--- src/rtl/core/damped_pendulum_splitting_step_core_defines.svh ---
// ----------------------------------------------------------------------------
// Damped pendulum step core: assertion macros
// Shorthand for the concurrent checks used inside the core. Each macro expects
// signals named clk and rst in the scope where it is used.
// ----------------------------------------------------------------------------
`ifndef DAMPED_PENDULUM_SPLITTING_STEP_CORE_DEFINES_SVH
`define DAMPED_PENDULUM_SPLITTING_STEP_CORE_DEFINES_SVH

// Same-cycle implication.
`define DPSS_ASSERT_IMP(lbl, ante, cons, msg) \
  lbl: assert property (@(posedge clk) disable iff (rst) (ante) |-> (cons)) else $error(msg);

// Next-cycle implication.
`define DPSS_ASSERT_NEXT(lbl, ante, cons, msg) \
  lbl: assert property (@(posedge clk) disable iff (rst) (ante) |=> (cons)) else $error(msg);

`endif

--- src/rtl/core/dpss_pkg.sv ---
// ----------------------------------------------------------------------------
// Damped pendulum step core: shared package
// Item types, register indexes and the constants of the angle arithmetic.
// ----------------------------------------------------------------------------
`default_nettype none

package dpss_pkg;

  typedef struct packed {
    logic               restart;
    logic signed [31:0] ref_position;
    logic signed [31:0] ref_momentum;
    logic signed [31:0] ref_entropy;
  } dpss_in_t;

  typedef struct packed {
    logic signed [31:0] position;
    logic signed [31:0] momentum;
    logic signed [31:0] entropy;
    logic signed [31:0] energy_drift;
    logic [62:0]        sq_err_position;
    logic [62:0]        sq_err_momentum;
    logic [62:0]        sq_err_entropy;
    logic [62:0]        sq_err_energy;
  } dpss_out_t;

  typedef enum logic [2:0] {
    CFG_STEP_SIZE       = 3'd0,
    CFG_SPRING_CONSTANT = 3'd1,
    CFG_HALF_STEP_DECAY = 3'd2,
    CFG_HEAT_FRACTION   = 3'd3,
    CFG_THERMAL_ENERGY  = 3'd4,
    CFG_START_POSITION  = 3'd5,
    CFG_START_MOMENTUM  = 3'd6
  } cfg_idx_t;

  // Angles carry 30 fraction bits inside the trigonometry unit.
  localparam int                 ANG_BITS  = 30;
  localparam logic [32:0]        TWO_PI_A  = 33'd6746518852;
  localparam logic signed [34:0] TWO_PI_Z  = 35'sd6746518852;
  localparam logic signed [34:0] PI_Z      = 35'sd3373259426;
  localparam logic signed [34:0] HALF_PI_Z = 35'sd1686629713;
  localparam logic signed [33:0] GAIN_X    = 34'sd652032874;

  // Truncated arctangent of 2^-t, 30 fraction bits.
  function automatic logic [31:0] atan_angle(input logic [4:0] t);
    case (t)
      5'd0:  return 32'h3243F6A8;
      5'd1:  return 32'h1DAC6705;
      5'd2:  return 32'h0FADBAFC;
      5'd3:  return 32'h07F56EA6;
      5'd4:  return 32'h03FEAB76;
      5'd5:  return 32'h01FFD55B;
      5'd6:  return 32'h00FFFAAA;
      5'd7:  return 32'h007FFF55;
      5'd8:  return 32'h003FFFEA;
      5'd9:  return 32'h001FFFFD;
      5'd10: return 32'h000FFFFF;
      5'd11: return 32'h0007FFFF;
      5'd12: return 32'h0003FFFF;
      5'd13: return 32'h0001FFFF;
      5'd14: return 32'h0000FFFF;
      5'd15: return 32'h00007FFF;
      5'd16: return 32'h00003FFF;
      5'd17: return 32'h00001FFF;
      5'd18: return 32'h00000FFF;
      5'd19: return 32'h000007FF;
      5'd20: return 32'h000003FF;
      5'd21: return 32'h000001FF;
      5'd22: return 32'h000000FF;
      5'd23: return 32'h0000007F;
      5'd24: return 32'h0000003F;
      5'd25: return 32'h0000001F;
      5'd26: return 32'h0000000F;
      5'd27: return 32'h00000007;
      5'd28: return 32'h00000003;
      5'd29: return 32'h00000001;
      default: return 32'h00000000;
    endcase
  endfunction

endpackage

`default_nettype wire

--- src/rtl/core/dpss_trig.sv ---
// ----------------------------------------------------------------------------
// Damped pendulum step core: sine and cosine unit
// Reduces an angle modulo two pi by shift and subtract, folds it into the
// right half plane and runs a rotation-mode CORDIC, one step per cycle.
// ----------------------------------------------------------------------------
`default_nettype none

module dpss_trig
  import dpss_pkg::*;
#(
  parameter int FRAC_BITS    = 24,
  parameter int CORDIC_STEPS = 24
) (
  input  wire logic               clk,
  input  wire logic               rst,
  input  wire logic               start,
  input  wire logic signed [31:0] angle,
  output logic                    done,
  output logic signed [31:0]      sine,
  output logic signed [31:0]      cosine
);

  localparam int SH = ANG_BITS - FRAC_BITS;
  localparam int MW = 32 + SH + 2;
  localparam int IW = $clog2(SH + 1);
  localparam int TW = $clog2(CORDIC_STEPS);
  localparam logic signed [33:0] HALF_LSB = 34'sd1 <<< (SH - 1);

  typedef enum logic [2:0] {T_IDLE, T_RED, T_WRAP, T_FOLD, T_ROT, T_DONE} tstate_t;

  tstate_t            state;
  logic [MW-1:0]      mag;
  logic               neg;
  logic [IW-1:0]      idx;
  logic signed [34:0] z;
  logic signed [33:0] x;
  logic signed [33:0] y;
  logic               flip;
  logic [TW-1:0]      t;

  logic [31:0]        angle_abs;
  logic [MW-1:0]      red_sub;
  logic signed [34:0] rem_s;
  logic signed [33:0] xs;
  logic signed [33:0] ys;
  logic signed [34:0] at;
  logic signed [33:0] xf;
  logic signed [33:0] yf;
  logic signed [33:0] cos_r;
  logic signed [33:0] sin_r;

  always_comb begin
    angle_abs = angle[31] ? (~angle + 32'd1) : angle;
    red_sub   = MW'(TWO_PI_A) << idx;
    rem_s     = neg ? -$signed({2'b00, mag[32:0]}) : $signed({2'b00, mag[32:0]});
    xs        = x >>> t;
    ys        = y >>> t;
    at        = $signed({3'b000, atan_angle(5'(t))});
    xf        = flip ? -x : x;
    yf        = flip ? -y : y;
    cos_r     = (xf + HALF_LSB) >>> SH;
    sin_r     = (yf + HALF_LSB) >>> SH;
  end

  always_ff @(posedge clk) begin
    if (rst) begin
      state <= T_IDLE;
      done  <= 1'b0;
    end else begin
      done <= 1'b0;
      unique case (state)
        T_IDLE: begin
          if (start) begin
            mag   <= MW'({angle_abs, {SH{1'b0}}});
            neg   <= angle[31];
            idx   <= IW'(SH);
            state <= T_RED;
          end
        end
        T_RED: begin
          if (mag >= red_sub) begin
            mag <= mag - red_sub;
          end
          if (idx == '0) begin
            state <= T_WRAP;
          end else begin
            idx <= idx - 1'b1;
          end
        end
        T_WRAP: begin
          if (rem_s >= PI_Z) begin
            z <= rem_s - TWO_PI_Z;
          end else if (rem_s < -PI_Z) begin
            z <= rem_s + TWO_PI_Z;
          end else begin
            z <= rem_s;
          end
          state <= T_FOLD;
        end
        T_FOLD: begin
          if (z > HALF_PI_Z) begin
            z    <= z - PI_Z;
            flip <= 1'b1;
          end else if (z < -HALF_PI_Z) begin
            z    <= z + PI_Z;
            flip <= 1'b1;
          end else begin
            flip <= 1'b0;
          end
          x     <= GAIN_X;
          y     <= '0;
          t     <= '0;
          state <= T_ROT;
        end
        T_ROT: begin
          if (!z[34]) begin
            x <= x - ys;
            y <= y + xs;
            z <= z - at;
          end else begin
            x <= x + ys;
            y <= y - xs;
            z <= z + at;
          end
          if (t == TW'(CORDIC_STEPS - 1)) begin
            state <= T_DONE;
          end else begin
            t <= t + 1'b1;
          end
        end
        T_DONE: begin
          cosine <= cos_r[31:0];
          sine   <= sin_r[31:0];
          done   <= 1'b1;
          state  <= T_IDLE;
        end
        default: state <= T_IDLE;
      endcase
    end
  end

endmodule

`default_nettype wire

--- config.mk ---
export PLATFORM = sky130hd
export DESIGN_NAME = dpss_trig
export DESIGN_NICKNAME = d
export VERILOG_FILES = /design/src/rtl/core/damped_pendulum_splitting_step_core_defines.svh /design/src/rtl/core/dpss_pkg.sv /design/src/rtl/core/dpss_trig.sv
export SDC_FILE = /design/constraint.sdc
export NUM_CORES = 1
export LEC_CHECK = 0
export ABC_AREA = 1
export BUFFER_PORTS_ARGS = -buffer_cell sky130_fd_sc_hd__buf_2
export CAP_MARGIN = 10
export CORE_ASPECT_RATIO = 2
export CORE_MARGIN = 2
export CORE_UTILIZATION = 30
export DETAILED_ROUTE_END_ITERATION = 8
export SYNTH_ARGS = -nofsm -noshare
export SYNTH_HDL_FRONTEND = slang
export SYNTH_SLANG_ARGS = --single-unit
--- constraint.sdc ---
create_clock -name clk -period 8.7 [get_ports clk]
set_clock_uncertainty 0.05 [all_clocks]
set_input_delay 1.74 -clock clk [delete_from_list [all_inputs] [get_ports clk]]
set_output_delay 1.74 -clock clk [all_outputs]
set_load 0.01 [all_outputs]
==> reports/qor.csv, run 1 <==
metric;value;unit
residual DRC count;0;
final setup violation count;0;
simple-gate portion of the synthesized area;0.407;
leakage;16.8;nW
TritonCTS Buffers;29;
largest net degree at the start of global routing;69;
unrepaired setup endpoints after global routing;no;
crit path kind;flip-flop to flip-flop;
chip width;240;µm
Worst Path Arrival;6.80;ns
Hold Crit Class;flip-flop to flip-flop;
total iterations of the first detailed-routing run;8;
highest clock rate;0.155;GHz
cell count after synthesis;5560;
Least-Margin Pin Slew;1.10;ns
row cnt;173;
status;finished, final reports clean;
power per cell area;131;nW/µm²
final wirelength;147000;µm
GRT met1 Usage;0.195;
initial DRC count;2500;
synth warn;0;
crit path to;y[28];
crit path launch type;flip-flop;
CTS tree;yes;
ANT cells;0;
die area;114000;µm²
Final period util;0.742;
instance count on the critical path;26;
H-tree levels;1;
share of layout cells above drive strength 1;0.0628;
largest family of logic cells by synthesized area;simple AND/OR/NAND/NOR gates;
final slew viol count;0;
Worst IR Drop VDD;0.180;mV
nets@finish;5802;
worst hold start;state[0];
post-synthesis mux area share;0;
first-pass GRT wire length;217000;µm
Resize count post-CTS;0;
post-synthesis cell area;33400;µm²
FF-to-FF path depth;26;
Synth cell types;62;
met3 Use GR;0.0367;
Critical Path Fanout Max;30;
Placed Area;35300;µm²
syn_nets;5796;
initial core utilization;0.301;
clock period minus worst slack;6.46;ns
Post-Synth XOR/XNOR Area;0.0530;
post-route cell area;36300;µm²
Adder-Cell Fraction of Synth Area;0.0763;
crit path capture type;flip-flop;
Primary FF master, synth;edfxtp_1;
Syn Area/Cell;6.00;µm²
post-CTS setup buffers;0;
critical path's most frequent cell;nand2_1;
Area Overhead vs Synth;8.64;%
Critical path buffers and inverters;2;
GR Overflow Total;0;
antenna violations before repair;1;
sequential-to-total area share from yosys stat;0.207;
RR Startpoint;t[0];
Setup TNS;0;ns
Clock Tree Buf Depth;3;
cts hold-fix bufs;0;
CP peak stage delay;1.00;ns
Top Family by Delay on Critical Path;compound AO/OA/AOI/OAI gates;
FILL cells;12500;
IO Count;100;
core region area;111000;µm²
reg-to-reg endpoint;y[28];
Die Height;476;µm
Antenna Nets Post-Route;0;
asr flop ratio synth;0;
vias per inst;5.41;
max cap viols;0;
Reg clk slew, reported paths;0.08;ns
DP Wirelength;118000;µm
Slowest-stage cell, CP;edfxtp_1;
met2 Resource Use GR;0.490;
vias in the first global route;38500;
GRT Resource Usage Total;0.251;
Root Buffer Master;clkbuf_16;
wire length per cell;20.7;µm
Required @ worst endpoint;9.04;ns
Post-synth EDFFs;207;
Max-slew headroom;0.262;
Reg2Reg Setup Slack;2.24;ns
via count;38300;
final hold vios;0;
port bufs;99;
clock latency on the worst-skew pair;0.66;ns
crit path from;t[0];
RD Place Congestion;1.01;
GRT Max-Usage Layer;met2;
flops & latches, synth;241;
Sink Count;241;
Compound-Gate Fraction of Synth Area;0.164;
==> worst min path at each step <==
stage | slack, ns | endpoint | depth (start not counted)
after detailed placement | 0.53 | done | 2
final | 0.54 | done | 2
after CTS | 0.54 | done | 2
after global routing | 0.57 | done | 2
after floorplan | 0.45 | done | 2
after global placement | 0.53 | done | 2
==> per-stage QoR <==
step | hold slack (ns) | std cells | power [mW] | util | setup slack, ns
global route | 0.568 | 7076 | 5.01 | 0.327 | 1.90
global placement | 0.527 | 7022 | 3.34 | 0.318 | 2.58
floorplan | 0.452 | 5560 | 2.77 | - | 0.693
finish | 0.544 | 7076 | 4.74 | 0.327 | 2.24
detailed placement | 0.531 | 7022 | 3.35 | 0.318 | 2.54
CTS | 0.544 | 7076 | 4.73 | 0.327 | 2.47
==> registers in the layout, indices dropped and copies added (netlist names) <==
| name | flops |
|---|---|
| at | 30 |
| cosine | 28 |
| done | 1 |
| flip | 1 |
| idx | 3 |
| mag | 38 |
| neg | 1 |
| sine | 28 |
| state | 3 |
| t | 5 |
| x | 34 |
| y | 34 |
| z | 35 |
==> layout make-up <==
type                    instances  area [µm²]  share of cell area
clock inverters                20         211             0.00583
repair buffers                138         788              0.0217
multi-input cells            4531       23400               0.645
well taps                    1487        1860              0.0513
flip-flops and latches        241        6900               0.190
clock buffers                  34         786              0.0217
inverters                     625        2350              0.0647
==> power by group <==
| group | internal (mW) | switching [mW] |
|---|---|---|
| combinational | 0.583 | 1.38 |
| clock | 0.723 | 0.631 |
| sequential | 1.34 | 0.0820 |
| total | 2.65 | 2.10 |
==> logic make-up after synthesis <==
| kind of cell | after synthesis |
|---|---|
| adders and majority gates | 201 |
| AOI/OAI and AO/OA | 978 |
| and+or+nand+nor | 3151 |
| buffers and inverters | 788 |
| DFF | 241 |
| xor gates and xnor gates | 201 |
==> worst min-delay path: stages (launching register included) <==
cell,delay [ns]
dfxtp_1,0.33
inv_1,0.15
nor4_1,0.07
==> Yosys cell counts (all sizes together), types with 29 or more instances <==
| library cell | number | area [µm²] |
|---|---|---|
| nand2 | 1645 | 6290 |
| ha | 197 | 2460 |
| dfxtp | 34 | 681 |
| nor3 | 87 | 485 |
| a31oi | 45 | 282 |
| edfxtp | 207 | 6220 |
| buf | 102 | 559 |
| a21o | 29 | 218 |
| inv | 621 | 2330 |
| o21ai | 403 | 2050 |
| or2 | 37 | 231 |
| xor2 | 138 | 1220 |
| xnor2 | 63 | 552 |
| nand4 | 98 | 613 |
| a21oi | 354 | 1780 |
| clkbuf | 61 | 229 |
| nand3 | 592 | 3050 |
| o211ai | 33 | 253 |
| nor2 | 646 | 2580 |
==> layout by cell type (no fill, tap or decap), drive strengths merged, types with 19 or more instances in the layout <==
cell / synthesis / final
buf: 102 / 138
nor2: 646 / 646
dfxtp: 34 / 34
ha: 197 / 197
a21oi: 354 / 354
xnor2: 63 / 63
nand2: 1645 / 1645
or2: 37 / 37
xor2: 138 / 138
o21a: 26 / 26
o21ai: 403 / 403
o211ai: 33 / 33
a21o: 29 / 29
nand4: 98 / 98
nor3: 87 / 87
nand3: 592 / 592
nand3b: 19 / 19
a31oi: 45 / 45
inv: 621 / 634
edfxtp: 207 / 207
clkbuf: 61 / 34
==> routing by layer <==
layer  wire, µm  share of wire  vias to the layer above
met4      19400           0.13                        2
met5         17        0.00012                        -
li1           -              -                    18600
met2      77600           0.53                     1465
met3       6840          0.047                      715
met1      42700           0.29                    17500
No activity file was read; power rests on OpenSTA's default activity.
==> run 2, diff against run 1 <==
==> constraint.sdc (replaced) <==
create_clock -name clk -period 5.9 [get_ports clk]
set_clock_uncertainty 0.05 [all_clocks]
set_input_delay 1.18 -clock clk [delete_from_list [all_inputs] [get_ports clk]]
set_output_delay 1.18 -clock clk [all_outputs]
set_load 0.01 [all_outputs]
==> run 2 against run 1 <==
Count of clock-buffer cells in the layout fell by 5. Worst hold slack gained 0.045 ns. Sequential power increased by 48%. Register-to-register slack worse by 1.9 ns. Critical endpoint is now y[32]. Design area up 1.1%. Fmax up 16%.
==> reports/qor.csv, run 2 (synthesized netlist as in run 1, its figures left out) <==
metric;value;unit
status;finished, final reports clean;
Sink Count;241;
IO Count;100;
DP Wirelength;118000;µm
initial core utilization;0.301;
vias per inst;5.37;
residual DRC count;0;
highest clock rate;0.179;GHz
wire length per cell;20.5;µm
top flop regs;mag: 38 flops, z: 35 flops;
leakage;17.0;nW
core region area;111000;µm²
RD Place Congestion;1.01;
largest net degree at the start of global routing;77;
die area;114000;µm²
nets@finish;5840;
Worst Path Arrival;5.91;ns
Setup TNS;0;ns
final slew viol count;0;
clock period minus worst slack;5.57;ns
vias in the first global route;38500;
Setup Slack @ Placement;0.601;ns
total iterations of the first detailed-routing run;9;
Antenna Nets Post-Route;0;
H-tree levels;1;
Clock Tree Buf Depth;3;
first-pass GRT wire length;216000;µm
Least-Margin Pin Slew;1.03;ns
Critical Path Fanout Max;76;
clock latency on the worst-skew pair;0.69;ns
final worst slack;0.328;ns
Area Overhead vs Synth;9.82;%
Reg2Reg Setup Slack;0.33;ns
cts hold-fix bufs;0;
final hold slack;0.588;ns
fin util;0.331;
Hold Crit Class;flip-flop to flip-flop;
most common cell after layout, fill and taps aside;nand2_1;
share of layout cells above drive strength 1;0.0698;
CTS tree;yes;
final setup violation count;0;
crit path kind;flip-flop to flip-flop;
Top reg by flops;mag;
unrepaired setup endpoints after global routing;no;
Reg clk slew, reported paths;0.06;ns
GR Overflow Total;0;
max cap viols;0;
crit path launch type;flip-flop;
initial DRC count;2212;
Required @ worst endpoint;6.24;ns
chip width;240;µm
port bufs;99;
final hold vios;0;
Root Buffer Master;clkbuf_16;
Final period util;0.944;
Die Height;476;µm
Max-slew headroom;0.314;
final wirelength;146000;µm
FILL cells;12600;
most frequent cells in the layout;1610 x nand2_1, 613 x nor2_1, 605 x inv_1;
GRT Resource Usage Total;0.250;
crit path capture type;flip-flop;
FF-to-FF path depth;25;
via count;38200;
row cnt;173;
Worst IR Drop VDD;0.272;mV
antenna violations before repair;1;
power per cell area;193;nW/µm²
Hold Path Depth;3;
max reg flops;38;
TritonCTS Buffers;29;
## run 2: cell count changes in the layout (fill, tap and decap cells not counted), sizes merged
| cell | before | now |
|---|---|---|
| buf | 138 | 176 |
| bufinv | 2 | 5 |
| clkbuf | 34 | 29 |
| clkinv | 8 | 15 |
| clkinvlp | 1 | 3 |
| diode | 0 | 1 |
| inv | 634 | 627 |
## run 2: worst max-delay path, cell delays in order (launching register included)
cell      delay [ns]
edfxtp_1        0.37
buf_12          0.27
inv_2           0.16
o21ai_0         0.53
nand2_1         0.15
nand3_1         0.13
nand2_1         0.06
nand2_1         0.05
nand3_1         0.10
o21ai_1         0.34
nand2_1         0.15
nor2_1          0.15
nand2_1         0.13
nor2_4          0.18
nand2_2         0.11
nand2_1         0.09
xor2_1          0.43
ha_1            0.38
a21oi_1         0.24
nor2_1          0.06
nor2_1          0.11
nand2_1         0.12
a221oi_1        0.26
nand2_1         0.31
o21ai_0         0.25
a21oi_1         0.06
## run 2: report_power, final
part           internal, mW  switching (mW)
sequential             1.98           0.121
combinational         0.874            2.05
clock                  1.13           0.926
## run 2: final cells by class
cell class,count,area [µm²],share of cell area
Multi-Input combinational cell,4531,23400,0.638
Sequential cell,241,6900,0.188
Inverter,625,2350,0.0640
Tap cell,1487,1860,0.0508
Timing Repair Buffer,176,1120,0.0306
Clock buffer,29,726,0.0198
Clock inverter,25,298,0.00812
Antenna cell,1,2.50,0.0000683
## run 2: through the flow
step | instances | total power, mW | area [µm²]
floorplan | 5560 | 4.08 | 33400
global placement | 7059 | 4.96 | 35600
detailed placement | 7059 | 4.97 | 35600
CTS | 7113 | 7.05 | 36600
global route | 7115 | 7.46 | 36700
finish | 7115 | 7.08 | 36700
## run 2: path summary, 6_finish.rpt
kind	to	start
setup / recovery	y[32]	t[0]
hold / removal	state[1]	state[0]
setup reg to reg	y[32]	t[0]
hold reg to reg	state[1]	state[0]
## run 2: repair_timing
| item | 4_1_cts | 5_1_grt |
|---|---|---|
| setup endpoints to repair | 0 | 3 |
| resized for setup | 0 | 3 |
| buffers inserted | 0 | 0 |
## run 2: metal layers
layer / wire (µm) / vias to the layer above / GRT usage
met5: 0 / - / 0
met4: 19300 / 0 / 0.281
met3: 6090 / 727 / 0.0333
met2: 77700 / 1403 / 0.493
met1: 42500 / 17400 / 0.193
li1: - / 18700 / -
